==> src/rtl/core/adrr_pkg.sv <==
// Shared constants and control types for the speed reference ramp generator.
package adrr_pkg;

  localparam int unsigned REF_WIDTH_DEF = 24;
  localparam int unsigned TICK_W        = 24;
  localparam int unsigned CFG_IDX_W     = 1;

  localparam logic [TICK_W-1:0]    TICKS_RESET     = TICK_W'(10000);
  localparam logic [CFG_IDX_W-1:0] CFG_ACCEL_TICKS = 1'b0;
  localparam logic [CFG_IDX_W-1:0] CFG_DECEL_TICKS = 1'b1;

  typedef enum logic {
    JOB_ACCEL = 1'b0,
    JOB_DECEL = 1'b1
  } job_e;

  typedef struct packed {
    logic load;
    logic div_start;
    job_e div_job;
    logic clr_accel;
    logic clr_decel;
    logic update;
  } cmd_t;

  typedef struct packed {
    logic changed;
    logic reversal;
    logic mag_gt;
    logic mag_lt;
    logic div_done;
    logic out_free;
  } status_t;

endpackage

==> src/rtl/core/adrr_if.sv <==
// Request and result channel interfaces of the ramp generator.
interface adrr_in_if #(
  parameter int unsigned RW = adrr_pkg::REF_WIDTH_DEF
);
  logic                 valid;
  logic                 ready;
  logic signed [RW-1:0] set_reference;
  logic                 drive_enabled;
  logic                 stop_command;

  modport source (output valid, set_reference, drive_enabled, stop_command, input ready);
  modport sink   (input valid, set_reference, drive_enabled, stop_command, output ready);
endinterface

interface adrr_out_if #(
  parameter int unsigned RW = adrr_pkg::REF_WIDTH_DEF
);
  logic                 valid;
  logic                 ready;
  logic signed [RW-1:0] out_reference;
  logic                 accelerating;
  logic                 decelerating;
  logic                 reverse_direction;

  modport source (output valid, out_reference, accelerating, decelerating, reverse_direction,
                  input ready);
  modport sink   (input valid, out_reference, accelerating, decelerating, reverse_direction,
                  output ready);
endinterface

==> src/rtl/core/adrr_div.sv <==
// Bit-serial signed by unsigned divider, truncating, with a one-LSB minimum step.
module adrr_div #(
  parameter int unsigned DW = adrr_pkg::REF_WIDTH_DEF + 1,
  parameter int unsigned TW = adrr_pkg::TICK_W
) (
  input  logic                 clk_i,
  input  logic                 rst_ni,
  input  logic                 start_i,
  input  logic signed [DW-1:0] dividend_i,
  input  logic [TW-1:0]        divisor_i,
  output logic                 done_o,
  output logic signed [DW-1:0] quotient_o
);

  localparam int unsigned CntW = $clog2(DW + 1);

  logic            busy_q, busy_d;
  logic            done_q, done_d;
  logic [CntW-1:0] cnt_q, cnt_d;
  logic [TW:0]     rem_q, rem_d;
  logic [DW-1:0]   quo_q, quo_d;
  logic [TW-1:0]   den_q, den_d;
  logic            neg_q, neg_d;
  logic            nz_q, nz_d;

  logic [TW:0]     rem_sh;
  logic            ge;
  logic [DW-1:0]   dvd_mag;
  logic [DW-1:0]   quo_neg;

  assign dvd_mag = dividend_i[DW-1] ? $unsigned(-dividend_i) : $unsigned(dividend_i);
  assign rem_sh  = {rem_q[TW-1:0], quo_q[DW-1]};
  assign ge      = rem_sh >= {1'b0, den_q};
  assign quo_neg = -quo_q;

  always_comb begin
    busy_d = busy_q;
    done_d = 1'b0;
    cnt_d  = cnt_q;
    rem_d  = rem_q;
    quo_d  = quo_q;
    den_d  = den_q;
    neg_d  = neg_q;
    nz_d   = nz_q;
    if (start_i) begin
      busy_d = 1'b1;
      cnt_d  = CntW'(DW);
      rem_d  = '0;
      quo_d  = dvd_mag;
      den_d  = (divisor_i == '0) ? TW'(1) : divisor_i;
      neg_d  = dividend_i[DW-1];
      nz_d   = dividend_i != '0;
    end else if (busy_q) begin
      rem_d = ge ? (rem_sh - {1'b0, den_q}) : rem_sh;
      quo_d = {quo_q[DW-2:0], ge};
      cnt_d = cnt_q - CntW'(1);
      if (cnt_q == CntW'(1)) begin
        busy_d = 1'b0;
        done_d = 1'b1;
      end
    end
  end

  always_ff @(posedge clk_i or negedge rst_ni) begin
    if (!rst_ni) begin
      busy_q <= 1'b0;
      done_q <= 1'b0;
      cnt_q  <= '0;
    end else begin
      busy_q <= busy_d;
      done_q <= done_d;
      cnt_q  <= cnt_d;
    end
  end

  always_ff @(posedge clk_i) begin
    rem_q <= rem_d;
    quo_q <= quo_d;
    den_q <= den_d;
    neg_q <= neg_d;
    nz_q  <= nz_d;
  end

  always_comb begin
    if (quo_q == '0 && nz_q) begin
      quotient_o = neg_q ? '1 : DW'(1);
    end else begin
      quotient_o = neg_q ? $signed(quo_neg) : $signed(quo_q);
    end
  end

  assign done_o = done_q;

endmodule

==> src/rtl/core/adrr_dp.sv <==
// Ramp datapath: tick registers, step registers, divider and output register.
module adrr_dp #(
  parameter int unsigned RW = adrr_pkg::REF_WIDTH_DEF
) (
  input  logic                               clk_i,
  input  logic                               rst_ni,
  input  logic                               cfg_we_i,
  input  logic [adrr_pkg::CFG_IDX_W-1:0]     cfg_idx_i,
  input  logic [adrr_pkg::TICK_W-1:0]        cfg_data_i,
  input  logic signed [RW-1:0]               set_reference_i,
  input  logic                               drive_enabled_i,
  input  logic                               stop_command_i,
  input  adrr_pkg::cmd_t                     cmd_i,
  output adrr_pkg::status_t                  status_o,
  output logic                               out_valid_o,
  input  logic                               out_ready_i,
  output logic signed [RW-1:0]               out_reference_o,
  output logic                               accelerating_o,
  output logic                               decelerating_o,
  output logic                               reverse_direction_o
);

  import adrr_pkg::*;

  localparam int unsigned SW = RW + 1;
  localparam int unsigned OW = RW + 2;
  localparam logic signed [OW-1:0] OneW = OW'(1) <<< (RW - 2);
  localparam logic signed [OW-1:0] NegOneW = -OneW;
  localparam logic signed [RW-1:0] OneR = RW'(1) <<< (RW - 2);

  logic [TICK_W-1:0]    accel_ticks_q, decel_ticks_q;
  logic signed [RW-1:0] target_q;
  logic signed [RW-1:0] last_target_q;
  logic signed [SW-1:0] accel_step_q, decel_step_q;
  logic signed [RW-1:0] outref_q;
  logic                 acc_q, dec_q, out_valid_q;
  job_e                 job_q;

  logic                 t_pos, t_neg, o_pos, o_neg;
  logic [RW-1:0]        t_mag, o_mag;
  logic signed [SW-1:0] t_ext, o_ext, diff;
  logic [SW-1:0]        gap, a_mag, d_mag;
  logic                 reversal, mag_gt, mag_lt, snap;
  logic signed [SW-1:0] dividend;
  logic [TICK_W-1:0]    divisor;
  logic                 div_done;
  logic signed [SW-1:0] quotient;
  logic signed [OW-1:0] o_wide;
  logic signed [RW-1:0] o_next;
  logic                 acc_next, dec_next;

  assign t_neg = target_q[RW-1];
  assign t_pos = !target_q[RW-1] && (target_q != '0);
  assign o_neg = outref_q[RW-1];
  assign o_pos = !outref_q[RW-1] && (outref_q != '0);
  assign t_mag = t_neg ? $unsigned(-target_q) : $unsigned(target_q);
  assign o_mag = o_neg ? $unsigned(-outref_q) : $unsigned(outref_q);
  assign t_ext = {target_q[RW-1], target_q};
  assign o_ext = {outref_q[RW-1], outref_q};
  assign diff  = t_ext - o_ext;
  assign gap   = diff[SW-1] ? $unsigned(-diff) : $unsigned(diff);
  assign a_mag = accel_step_q[SW-1] ? $unsigned(-accel_step_q) : $unsigned(accel_step_q);
  assign d_mag = decel_step_q[SW-1] ? $unsigned(-decel_step_q) : $unsigned(decel_step_q);

  assign reversal = (t_pos && o_neg) || (t_neg && o_pos);
  assign mag_gt   = t_mag > o_mag;
  assign mag_lt   = t_mag < o_mag;
  assign snap     = (gap < d_mag) || (gap < a_mag);

  always_comb begin
    if (cmd_i.div_job == JOB_ACCEL) begin
      dividend = reversal ? t_ext : diff;
      divisor  = accel_ticks_q;
    end else begin
      dividend = reversal ? o_ext : -diff;
      divisor  = decel_ticks_q;
    end
  end

  adrr_div #(
    .DW (SW),
    .TW (TICK_W)
  ) u_div (
    .clk_i      (clk_i),
    .rst_ni     (rst_ni),
    .start_i    (cmd_i.div_start),
    .dividend_i (dividend),
    .divisor_i  (divisor),
    .done_o     (div_done),
    .quotient_o (quotient)
  );

  always_comb begin
    acc_next = 1'b0;
    dec_next = 1'b0;
    if (snap) begin
      o_wide = OW'(target_q);
    end else if (reversal) begin
      o_wide   = OW'(outref_q) - OW'(decel_step_q);
      dec_next = 1'b1;
    end else if (mag_gt) begin
      o_wide   = OW'(outref_q) + OW'(accel_step_q);
      acc_next = 1'b1;
    end else if (mag_lt) begin
      o_wide   = OW'(outref_q) - OW'(decel_step_q);
      dec_next = 1'b1;
    end else begin
      o_wide = OW'(target_q);
    end
    if (o_wide > OneW) begin
      o_next = OneW[RW-1:0];
    end else if (o_wide < NegOneW) begin
      o_next = NegOneW[RW-1:0];
    end else begin
      o_next = o_wide[RW-1:0];
    end
  end

  always_ff @(posedge clk_i or negedge rst_ni) begin
    if (!rst_ni) begin
      accel_ticks_q <= TICKS_RESET;
      decel_ticks_q <= TICKS_RESET;
      last_target_q <= '0;
      accel_step_q  <= '0;
      decel_step_q  <= '0;
      outref_q      <= '0;
      out_valid_q   <= 1'b0;
    end else begin
      if (cfg_we_i) begin
        unique case (cfg_idx_i)
          CFG_ACCEL_TICKS: accel_ticks_q <= cfg_data_i;
          CFG_DECEL_TICKS: decel_ticks_q <= cfg_data_i;
          default: ;
        endcase
      end
      if (cmd_i.clr_accel) begin
        accel_step_q <= '0;
      end
      if (cmd_i.clr_decel) begin
        decel_step_q <= '0;
      end
      if (div_done) begin
        if (job_q == JOB_ACCEL) begin
          accel_step_q <= quotient;
        end else begin
          decel_step_q <= quotient;
        end
      end
      if (cmd_i.update) begin
        last_target_q <= target_q;
        outref_q      <= o_next;
        out_valid_q   <= 1'b1;
      end else if (out_ready_i) begin
        out_valid_q <= 1'b0;
      end
    end
  end

  always_ff @(posedge clk_i) begin
    if (cmd_i.load) begin
      target_q <= (drive_enabled_i && !stop_command_i) ? set_reference_i : '0;
    end
    if (cmd_i.div_start) begin
      job_q <= cmd_i.div_job;
    end
    if (cmd_i.update) begin
      acc_q <= acc_next;
      dec_q <= dec_next;
    end
  end

  assign status_o.changed  = target_q != last_target_q;
  assign status_o.reversal = reversal;
  assign status_o.mag_gt   = mag_gt;
  assign status_o.mag_lt   = mag_lt;
  assign status_o.div_done = div_done;
  assign status_o.out_free = !out_valid_q || out_ready_i;

  assign out_valid_o         = out_valid_q;
  assign out_reference_o     = outref_q;
  assign accelerating_o      = acc_q;
  assign decelerating_o      = dec_q;
  assign reverse_direction_o = outref_q[RW-1];

  a_out_clamped: assert property (@(posedge clk_i) disable iff (!rst_ni)
    (outref_q <= OneR) && (outref_q >= -OneR))
    else $error("ramp output beyond full scale");

endmodule

==> src/rtl/core/adrr_ctrl.sv <==
// Ramp sequencer: accepts a request, runs the step divisions, commits the tick.
module adrr_ctrl (
  input  logic               clk_i,
  input  logic               rst_ni,
  input  logic               in_valid_i,
  output logic               in_ready_o,
  input  adrr_pkg::status_t  status_i,
  output adrr_pkg::cmd_t     cmd_o
);

  import adrr_pkg::*;

  typedef enum logic [4:0] {
    S_IDLE = 5'b00001,
    S_EVAL = 5'b00010,
    S_DIVA = 5'b00100,
    S_DIVD = 5'b01000,
    S_UPD  = 5'b10000
  } state_e;

  state_e state_q, state_d;

  always_comb begin
    state_d    = state_q;
    cmd_o      = '0;
    in_ready_o = 1'b0;
    unique case (state_q)
      S_IDLE: begin
        in_ready_o = 1'b1;
        if (in_valid_i) begin
          cmd_o.load = 1'b1;
          state_d    = S_EVAL;
        end
      end
      S_EVAL: begin
        if (!status_i.changed) begin
          state_d = S_UPD;
        end else if (status_i.reversal || status_i.mag_gt) begin
          cmd_o.div_start = 1'b1;
          cmd_o.div_job   = JOB_ACCEL;
          cmd_o.clr_decel = !status_i.reversal;
          state_d         = S_DIVA;
        end else if (status_i.mag_lt) begin
          cmd_o.div_start = 1'b1;
          cmd_o.div_job   = JOB_DECEL;
          cmd_o.clr_accel = 1'b1;
          state_d         = S_DIVD;
        end else begin
          cmd_o.clr_accel = 1'b1;
          cmd_o.clr_decel = 1'b1;
          state_d         = S_UPD;
        end
      end
      S_DIVA: begin
        if (status_i.div_done) begin
          if (status_i.reversal) begin
            cmd_o.div_start = 1'b1;
            cmd_o.div_job   = JOB_DECEL;
            state_d         = S_DIVD;
          end else begin
            state_d = S_UPD;
          end
        end
      end
      S_DIVD: begin
        if (status_i.div_done) begin
          state_d = S_UPD;
        end
      end
      S_UPD: begin
        if (status_i.out_free) begin
          cmd_o.update = 1'b1;
          state_d      = S_IDLE;
        end
      end
      default: state_d = S_IDLE;
    endcase
  end

  always_ff @(posedge clk_i or negedge rst_ni) begin
    if (!rst_ni) begin
      state_q <= S_IDLE;
    end else begin
      state_q <= state_d;
    end
  end

  a_update_free: assert property (@(posedge clk_i) disable iff (!rst_ni)
    cmd_o.update |-> status_i.out_free)
    else $error("result committed over a pending result");

  a_diva_hold: assert property (@(posedge clk_i) disable iff (!rst_ni)
    (state_q == S_DIVA && !status_i.div_done) |=> (state_q == S_DIVA))
    else $error("left accel division before it finished");

  a_load_eval: assert property (@(posedge clk_i) disable iff (!rst_ni)
    cmd_o.load |=> (state_q == S_EVAL))
    else $error("accepted request not evaluated");

endmodule

==> src/rtl/core/accel_decel_ramp_reference.sv <==
// Top level of the acceleration / deceleration speed reference ramp generator.
// One request is one control sample tick and yields one result. A tick whose
// target equals the previous one goes from acceptance through evaluation to the
// update; a changed target that differs from the present output adds one
// bit-serial division before the update, or two on a sign reversal. The shared
// divider computes the acceleration and deceleration steps in turn. Results sit
// in an output register, so a new request is taken while a result waits; the
// next update stalls until that register is free.
module accel_decel_ramp_reference #(
  parameter int unsigned REF_WIDTH = adrr_pkg::REF_WIDTH_DEF
) (
  input  logic                           clk_i,
  input  logic                           rst_ni,
  input  logic                           cfg_we_i,
  input  logic [adrr_pkg::CFG_IDX_W-1:0] cfg_idx_i,
  input  logic [adrr_pkg::TICK_W-1:0]    cfg_data_i,
  adrr_in_if.sink                        req_i,
  adrr_out_if.source                     rsp_o
);

  import adrr_pkg::*;

  cmd_t    cmd;
  status_t status;

  adrr_ctrl u_ctrl (
    .clk_i      (clk_i),
    .rst_ni     (rst_ni),
    .in_valid_i (req_i.valid),
    .in_ready_o (req_i.ready),
    .status_i   (status),
    .cmd_o      (cmd)
  );

  adrr_dp #(
    .RW (REF_WIDTH)
  ) u_dp (
    .clk_i               (clk_i),
    .rst_ni              (rst_ni),
    .cfg_we_i            (cfg_we_i),
    .cfg_idx_i           (cfg_idx_i),
    .cfg_data_i          (cfg_data_i),
    .set_reference_i     (req_i.set_reference),
    .drive_enabled_i     (req_i.drive_enabled),
    .stop_command_i      (req_i.stop_command),
    .cmd_i               (cmd),
    .status_o            (status),
    .out_valid_o         (rsp_o.valid),
    .out_ready_i         (rsp_o.ready),
    .out_reference_o     (rsp_o.out_reference),
    .accelerating_o      (rsp_o.accelerating),
    .decelerating_o      (rsp_o.decelerating),
    .reverse_direction_o (rsp_o.reverse_direction)
  );

endmodule

==> src/flat_wrapper.sv <==
// flat-port wrapper written by rule: the top's interface ports become plain ports
module accel_decel_ramp_reference_flat import adrr_pkg::*;
#(
  parameter int unsigned REF_WIDTH = adrr_pkg::REF_WIDTH_DEF
)
  (clk_i, rst_ni, cfg_we_i, cfg_idx_i, cfg_data_i, req_i_valid, req_i_set_reference, req_i_drive_enabled, req_i_stop_command, req_i_ready, rsp_o_valid, rsp_o_out_reference, rsp_o_accelerating, rsp_o_decelerating, rsp_o_reverse_direction, rsp_o_ready);
  adrr_in_if #(.RW((REF_WIDTH_DEF))) req_i_i ();
  adrr_out_if #(.RW((REF_WIDTH_DEF))) rsp_o_i ();
  input  logic clk_i;
  input  logic rst_ni;
  input  logic cfg_we_i;
  input  logic [adrr_pkg::CFG_IDX_W-1:0] cfg_idx_i;
  input  logic [adrr_pkg::TICK_W-1:0] cfg_data_i;
  input wire logic [$bits(req_i_i.valid)-1:0] req_i_valid;
  input wire logic [$bits(req_i_i.set_reference)-1:0] req_i_set_reference;
  input wire logic [$bits(req_i_i.drive_enabled)-1:0] req_i_drive_enabled;
  input wire logic [$bits(req_i_i.stop_command)-1:0] req_i_stop_command;
  output wire logic [$bits(req_i_i.ready)-1:0] req_i_ready;
  output wire logic [$bits(rsp_o_i.valid)-1:0] rsp_o_valid;
  output wire logic [$bits(rsp_o_i.out_reference)-1:0] rsp_o_out_reference;
  output wire logic [$bits(rsp_o_i.accelerating)-1:0] rsp_o_accelerating;
  output wire logic [$bits(rsp_o_i.decelerating)-1:0] rsp_o_decelerating;
  output wire logic [$bits(rsp_o_i.reverse_direction)-1:0] rsp_o_reverse_direction;
  input wire logic [$bits(rsp_o_i.ready)-1:0] rsp_o_ready;
  assign req_i_i.valid = req_i_valid;
  assign req_i_i.set_reference = req_i_set_reference;
  assign req_i_i.drive_enabled = req_i_drive_enabled;
  assign req_i_i.stop_command = req_i_stop_command;
  assign req_i_ready = req_i_i.ready;
  assign rsp_o_valid = rsp_o_i.valid;
  assign rsp_o_out_reference = rsp_o_i.out_reference;
  assign rsp_o_accelerating = rsp_o_i.accelerating;
  assign rsp_o_decelerating = rsp_o_i.decelerating;
  assign rsp_o_reverse_direction = rsp_o_i.reverse_direction;
  assign rsp_o_i.ready = rsp_o_ready;
  accel_decel_ramp_reference #(.REF_WIDTH(REF_WIDTH)) u_core (.clk_i(clk_i), .rst_ni(rst_ni), .cfg_we_i(cfg_we_i), .cfg_idx_i(cfg_idx_i), .cfg_data_i(cfg_data_i), .req_i(req_i_i), .rsp_o(rsp_o_i));
endmodule
==> config.mk <==
export PLATFORM = sky130hd
export DESIGN_NAME = accel_decel_ramp_reference_flat
export DESIGN_NICKNAME = d
export VERILOG_FILES = /design/src/rtl/core/adrr_pkg.sv /design/src/rtl/core/adrr_if.sv /design/src/rtl/core/adrr_div.sv /design/src/rtl/core/adrr_dp.sv /design/src/rtl/core/adrr_ctrl.sv /design/src/rtl/core/accel_decel_ramp_reference.sv /design/src/flat_wrapper.sv
export SDC_FILE = /design/constraint.sdc
export NUM_CORES = 1
export LEC_CHECK = 0
export BUFFER_PORTS_ARGS = -buffer_cell sky130_fd_sc_hd__clkbuf_2
export CAP_MARGIN = 20
export CORE_MARGIN = 2
export CORE_UTILIZATION = 55
export DETAILED_ROUTE_END_ITERATION = 10
export PLACE_DENSITY = 0.74
export SLEW_MARGIN = 15
export SYNTH_ARGS = -nofsm -noshare
export SYNTH_HDL_FRONTEND = slang
export SYNTH_HIERARCHICAL = 1
export SYNTH_SLANG_ARGS = --single-unit
==> constraint.sdc <==
create_clock -name clk_i -period 10.7 [get_ports clk_i]
set_input_delay 0 -clock clk_i [delete_from_list [all_inputs] [get_ports clk_i]]
set_output_delay 0 -clock clk_i [all_outputs]
set_load 0.005 [all_outputs]
[Yosys cells after proc, flatten, opt, wreduce, memory -nomap -nowiden]
Index checks and enable logic that the tools add are counted.
W data, S select, Z words.
Operators by class
  $add $sub $neg: 12
  $lt $le $gt $ge: 7
  equal/unequal tests: 11
  multiplexer cells: 66
  bitwise logic cells: 1
  reduce and logical (&&, ||, !) cells: 26
Operators with widths (count)
  $mux W25: 18
  $mux W24: 6
  $neg A25 Y25: 5
  $mux W26: 4
  $lt A25 B25 Y1: 2
  $mux W5: 10
  $neg A24 Y24: 2
  $reduce_bool A24 Y1: 2
  $add A24 B25 Y26: 1
  $gt A26 B24 Y1 const B: 1
  $lt A26 B23 Y1 const B: 1
  $sub A24 B25 Y26: 1
  $ge A25 B24 Y1: 1
  $logic_not A25 Y1: 1
  $pmux W5 S5: 1
  $reduce_bool A25 Y1: 1
  $sub A24 B24 Y25: 1
  $gt A24 B24 Y1: 1
  $logic_not A24 Y1: 1
  $lt A24 B24 Y1: 1
  $ne A24 B24 Y1: 1
  $sub A24 B24 Y24: 1
  $mux W1: 20
  $eq A5 B1 Y1 const B: 2
  18 further kinds: 38
Word-level totals
  flip-flop bits (word level): 261
  input port bits: 56
  output and inout bits: 29
  logic and storage cells: 143

[Longest topological paths before layout]
  depth in word-level cells: 12
  depth in mapped cells: 34
  gate-level depth less buffers: 31

[By module]
The synthesis kept the hierarchy.
By module, submodules not included
  adrr_dp: instances 1, cells each 1997, area an instance 16990.0 µm², seq. area each 4501.8 µm²
  adrr_div: instances 1, cells each 681, area an instance 5894.4 µm², seq. area each 2187.1 µm²
  adrr_ctrl: instances 1, cells each 46, area an instance 405.4 µm², seq. area each 126.4 µm²

[Worst setup path before layout]
No wires, ideal clock.
  path type: register -> register
  from: register u_core.u_dp.target_q[2]
  to: register u_core.u_dp.u_div.quo_q[22] (data pin)
  library setup time: 0.270 ns
  arrival time: 7.395 ns
  data required time: 10.430 ns
  setup slack: 3.034 ns
  stages on the path, launching flop included: 29
  buffers on the path: 6
  period minus slack after synthesis: 7.666 ns
  cell sequence: edfxtp_1 -> clkbuf_1 -> or2_2 -> or4_1 -> or3_1 -> or4_1 -> inv_1 -> nand2_1 -> or2_1 -> o31ai_1 -> xnor2_1 -> ha_1 -> nand4_1 -> nor4_1 -> and2_1 -> clkbuf_1 -> nor2_1 -> buf_4 -> o41ai_2 -> clkbuf_1 -> clkbuf_1 -> clkbuf_1 -> a21oi_1 -> or4_4 -> or4_1 -> or3_4 -> o31ai_2 -> xor2_1 -> a21oi_1
RTL lines
  from (decl): RTL line adrr_dp.sv:32  | logic signed [RW-1:0] target_q;
  from (signal assigned): RTL line adrr_dp.sv:161  | target_q <= (drive_enabled_i && !stop_command_i) ? set_reference_i : '0;
  to (signal assigned): RTL line adrr_div.sv:78  | quo_q <= quo_d;
  to (decl): RTL line adrr_div.sv:21  | logic [DW-1:0] quo_q, quo_d;

[Worst setup path after layout]
  from: register u_core.u_dp.target_q[0]
  to: register u_core.u_dp.outref_q[21], in the netlist u_core/u_dp/out_reference_o[21]
Between the ends
  longest elaborated chain between the ends: 10
  elaborated cells between the ends (all ways): 22
  classes of those cells: add/sub (3); order compare (6); mux (8); reduce/logical (5)
Ends and longest elaborated chain
  parallel branches: the longest is 6 deep, another holds $sub A24 B24 Y25
  $mux W26 (*): RTL line adrr_dp.sv:96  | if (snap) begin
  $lt A26 B23 Y1: RTL line adrr_dp.sv:112  | end else if (o_wide < NegOneW) begin
  $mux W24: RTL line adrr_dp.sv:112
  $mux W24 (*): RTL line adrr_dp.sv:110  | if (o_wide > OneW) begin
  to (signal assigned): RTL line adrr_dp.sv:151  | outref_q <= o_next;
  to (decl): RTL line adrr_dp.sv:35  | logic signed [RW-1:0] outref_q;
Every way passes the cells marked *.
A chain may end at the register's enable or synchronous reset.

==> results.ini <==
[timing]
fin_skew_ns = 0.01226
setup_violations = 0
relSlewSlack_pct = 26.89
post-route-period-util_pct = 87.96
grt_setup_unrepaired = false
finalCriticalPeriod_ns = 9.412
fmax_mhz = 106.2
max_slew.worst_pin.slew_ns = 1.094
finalHoldViolCount = 0
timing.hold.ws_ns = 0.01020
slew_violations = 0
tns_ns = 0

[setup_path]
cp_slowest_cell = o31ai_4
critPathKind = flip-flop to flip-flop
ff2ff_setup_slack_ns = 1.29
rr_endpoint = u_core/u_dp/out_reference_o[21]
required_ns = 11.22
cpMostUsedCell = ha_1
cp-start-kind = flip-flop
reg2reg_depth = 33
r2r_start = u_core/u_dp/target_q[0]
cp-end-kind = flip-flop
cp.arrival_ns = 9.93
cp_slowest_stage_delay_ns = 0.76
crit_fanout = 38

[final_layout]
final_common_cell = nand2_1
area_growth_pct = 9.960
final_cell_mix = nand2_1 (285), ha_1 (177), nor2_1 (176)
seq_area_sq_mm = 0.006815
nets = 3007
multi_input_area_sq_mm = 0.01540
antenna_cells = 0
num-fill-cells = 3641
drive_gt1_share_pct = 13.21

[global_routing]
gr-usage-met3_pct = 6.629
grt_pass1_wl_mm = 120.8
antenna_found_initial = 1
grt_overflow_total = 0
use_met1_pct = 46.27
use_met2_pct = 58.09
grt_max_degree = 75
first_global_vias = 20660
grtUsageTotal_pct = 35.52
grt-busiest-layer = met2

[synthesis]
synth_top_area_share_pct = 15.90
yosysTopAreaCell = dfrtp_1
synthTopCellsByArea = dfrtp_1 (16%), edfxtp_1 (10%), ha_1 (9.5%)
synth.distinct_cells = 108
ys_seq_area_share_pct = 29.26
ys.flop_type = dfrtp_1
syn_inst = 2724
ys_ff_latch = 261
synth-warning-count = 6
avgSynthCellArea_sq_um = 8.550
postSynthNetCount = 2961
synth_edf_count = 78
syn_area_sq_mm = 0.02329
async_reset_ff_share_pct = 60.92

[hold_path]
hp-start = req_i_stop_command
min_delay_path_depth = 3
hold_path.class = input port to flip-flop
hold_path_end = u_core/u_dp/target_q[20]

[clock_tree]
clock_latency_ns = 0.59
htree_levels = 1
cts_tree = done
cts_root_buf = clkbuf_16
clockBufferDepth = 3
path_clk_slew_ns = 0.07
cts_setup_buffers = 0
clock_sinks = 261
cts_resized = 0
numCtsBuffers = 29

[floorplan]
num_io_pins = 85
initial_core_util_pct = 55.65
core_sq_mm = 0.04185
die_h_microns = 209.8
rows = 75
dieArea_sq_mm = 0.04401
die_w_microns = 209.8

[routing]
drt_iter0_drc = 2054
drt-pass1-iter-count = 6
viasPerCell = 6.486
wl_per_cell_microns = 23.96
num_vias = 21610
wl_mm = 79.85
ant_nets = 0
route.detailed.drc = 0

[job]
maxCapViolCount = 0

[placement]
gp_congestion = 1.036
portBuffers = 84
dp_hpwl_mm = 59.96

[run_status]
status = finished clean

[cell usage after synthesis (26+ instances only)]
| cell | instances |
|---|---|
| clkbuf_1 | 133 |
| nand2b_1 | 33 |
| xnor2_1 | 142 |
| and3_1 | 45 |
| ha_1 | 177 |
| a211oi_1 | 51 |
| nand2_1 | 286 |
| nand4_1 | 33 |
| a21oi_1 | 149 |
| edfxtp_1 | 78 |
| nand3_1 | 45 |
| nor3_1 | 45 |
| xor2_1 | 89 |
| nor4_1 | 27 |
| nor2b_1 | 27 |
| nor2_1 | 176 |
| dfrtp_1 | 148 |
| nand3b_1 | 30 |
| a31oi_1 | 35 |
| inv_1 | 119 |
| o211ai_1 | 31 |
| mux2_2 | 112 |
| a21o_1 | 41 |
| mux2i_1 | 26 |
| o31ai_1 | 64 |
| o21ai_0 | 153 |
| and2_1 | 46 |
[through the flow]
stage | util [%] | instances | setup slack (ns) | cell area, sq um
6_report | 61.19 | 3332 | 1.288 | 25610
2_1_floorplan | - | 2724 | 3.034 | 23290
5_1_grt | 61.19 | 3332 | 0.7853 | 25610
3_3_place_gp | 57.59 | 3224 | 1.773 | 24100
4_1_cts | 61.12 | 3330 | 1.523 | 25580
3_5_place_dp | 57.59 | 3224 | 1.599 | 24100
[cells by family (layout without fill, tap and decap cells)]
kind of cell	after synthesis	after routing	share of synthesized area [%]
DFF	261	261	29.26
xor gates and xnor gates	232	232	8.789
buffers and inverters	288	357	4.878
muxes	146	146	7.258
adders and majority gates	181	181	9.853
AOI/OAI and AO/OA	716	716	20.36
and+or+nand+nor	900	900	19.60
[area by class of cell]
| type | count | share of cell area, % |
|---|---|---|
| Tap cell | 539 | 2.633 |
| Sequential cell | 261 | 26.61 |
| Clock buffer | 38 | 3.127 |
| Clock inverter | 16 | 0.6107 |
| Timing Repair Buffer | 183 | 5.120 |
| Multi-Input combinational cell | 2175 | 60.14 |
| Inverter | 120 | 1.759 |
[worst max-delay path, delay by kind of cell (launching register included)]
family,cells,cell delay [ns]
adder cells (fa/ha/maj),4,1.00
flip-flops,1,0.51
buffers and inverters,4,0.88
XOR/XNOR,1,0.43
AND/OR/NAND/NOR,14,3.69
AO/OA/AOI/OAI,10,2.85
[state kept, by name, summed over array words and instances, names as in the netlist, 5 cells and up]
signal / flops
u_core/u_dp/out_reference_o: 24
u_core/u_dp/decel_ticks_q: 24
u_core/u_dp/decel_step_q: 25
u_core/u_dp/u_div/den_q: 24
u_core/u_dp/u_div/rem_q: 24
u_core/u_dp/u_div/cnt_q: 5
u_core/u_dp/u_div/quo_q: 25
u_core/u_dp/accel_ticks_q: 24
u_core/u_dp/last_target_q: 24
u_core/u_dp/accel_step_q: 25
u_core/u_dp/target_q: 24
u_core/u_ctrl/state_q: 5
[layer usage]
metal,up-vias,part of all wire (%)
met4,2,4.8
met5,-,0.028
li1,10050,-
met1,10480,41
met2,895,46
met3,190,8.3
[how the worst max path moves through the flow]
stage,cells past startpoint,startpoint,to
6_report,33,u_core/u_dp/target_q[0],u_core/u_dp/out_reference_o[21]
2_1_floorplan,28,u_core/u_dp/target_q[2],u_core/u_dp/u_div/quo_q[22]
5_1_grt,28,u_core/u_dp/out_reference_o[1],u_core/u_dp/out_reference_o[10]
4_1_cts,33,u_core/u_dp/target_q[0],u_core/u_dp/out_reference_o[21]
3_3_place_gp,33,u_core/u_dp/target_q[0],u_core/u_dp/out_reference_o[15]
3_5_place_dp,33,u_core/u_dp/target_q[0],u_core/u_dp/out_reference_o[15]
[timing repair]
item                                   CTS  global route
hold buffers                            52             0
setup endpoints to repair                0             0
endpoints found under the hold margin  225             0
Power is left out: the tool's default activity adds up to more than one toggle a clock period on the data nets, which glitch-free logic cannot reach.
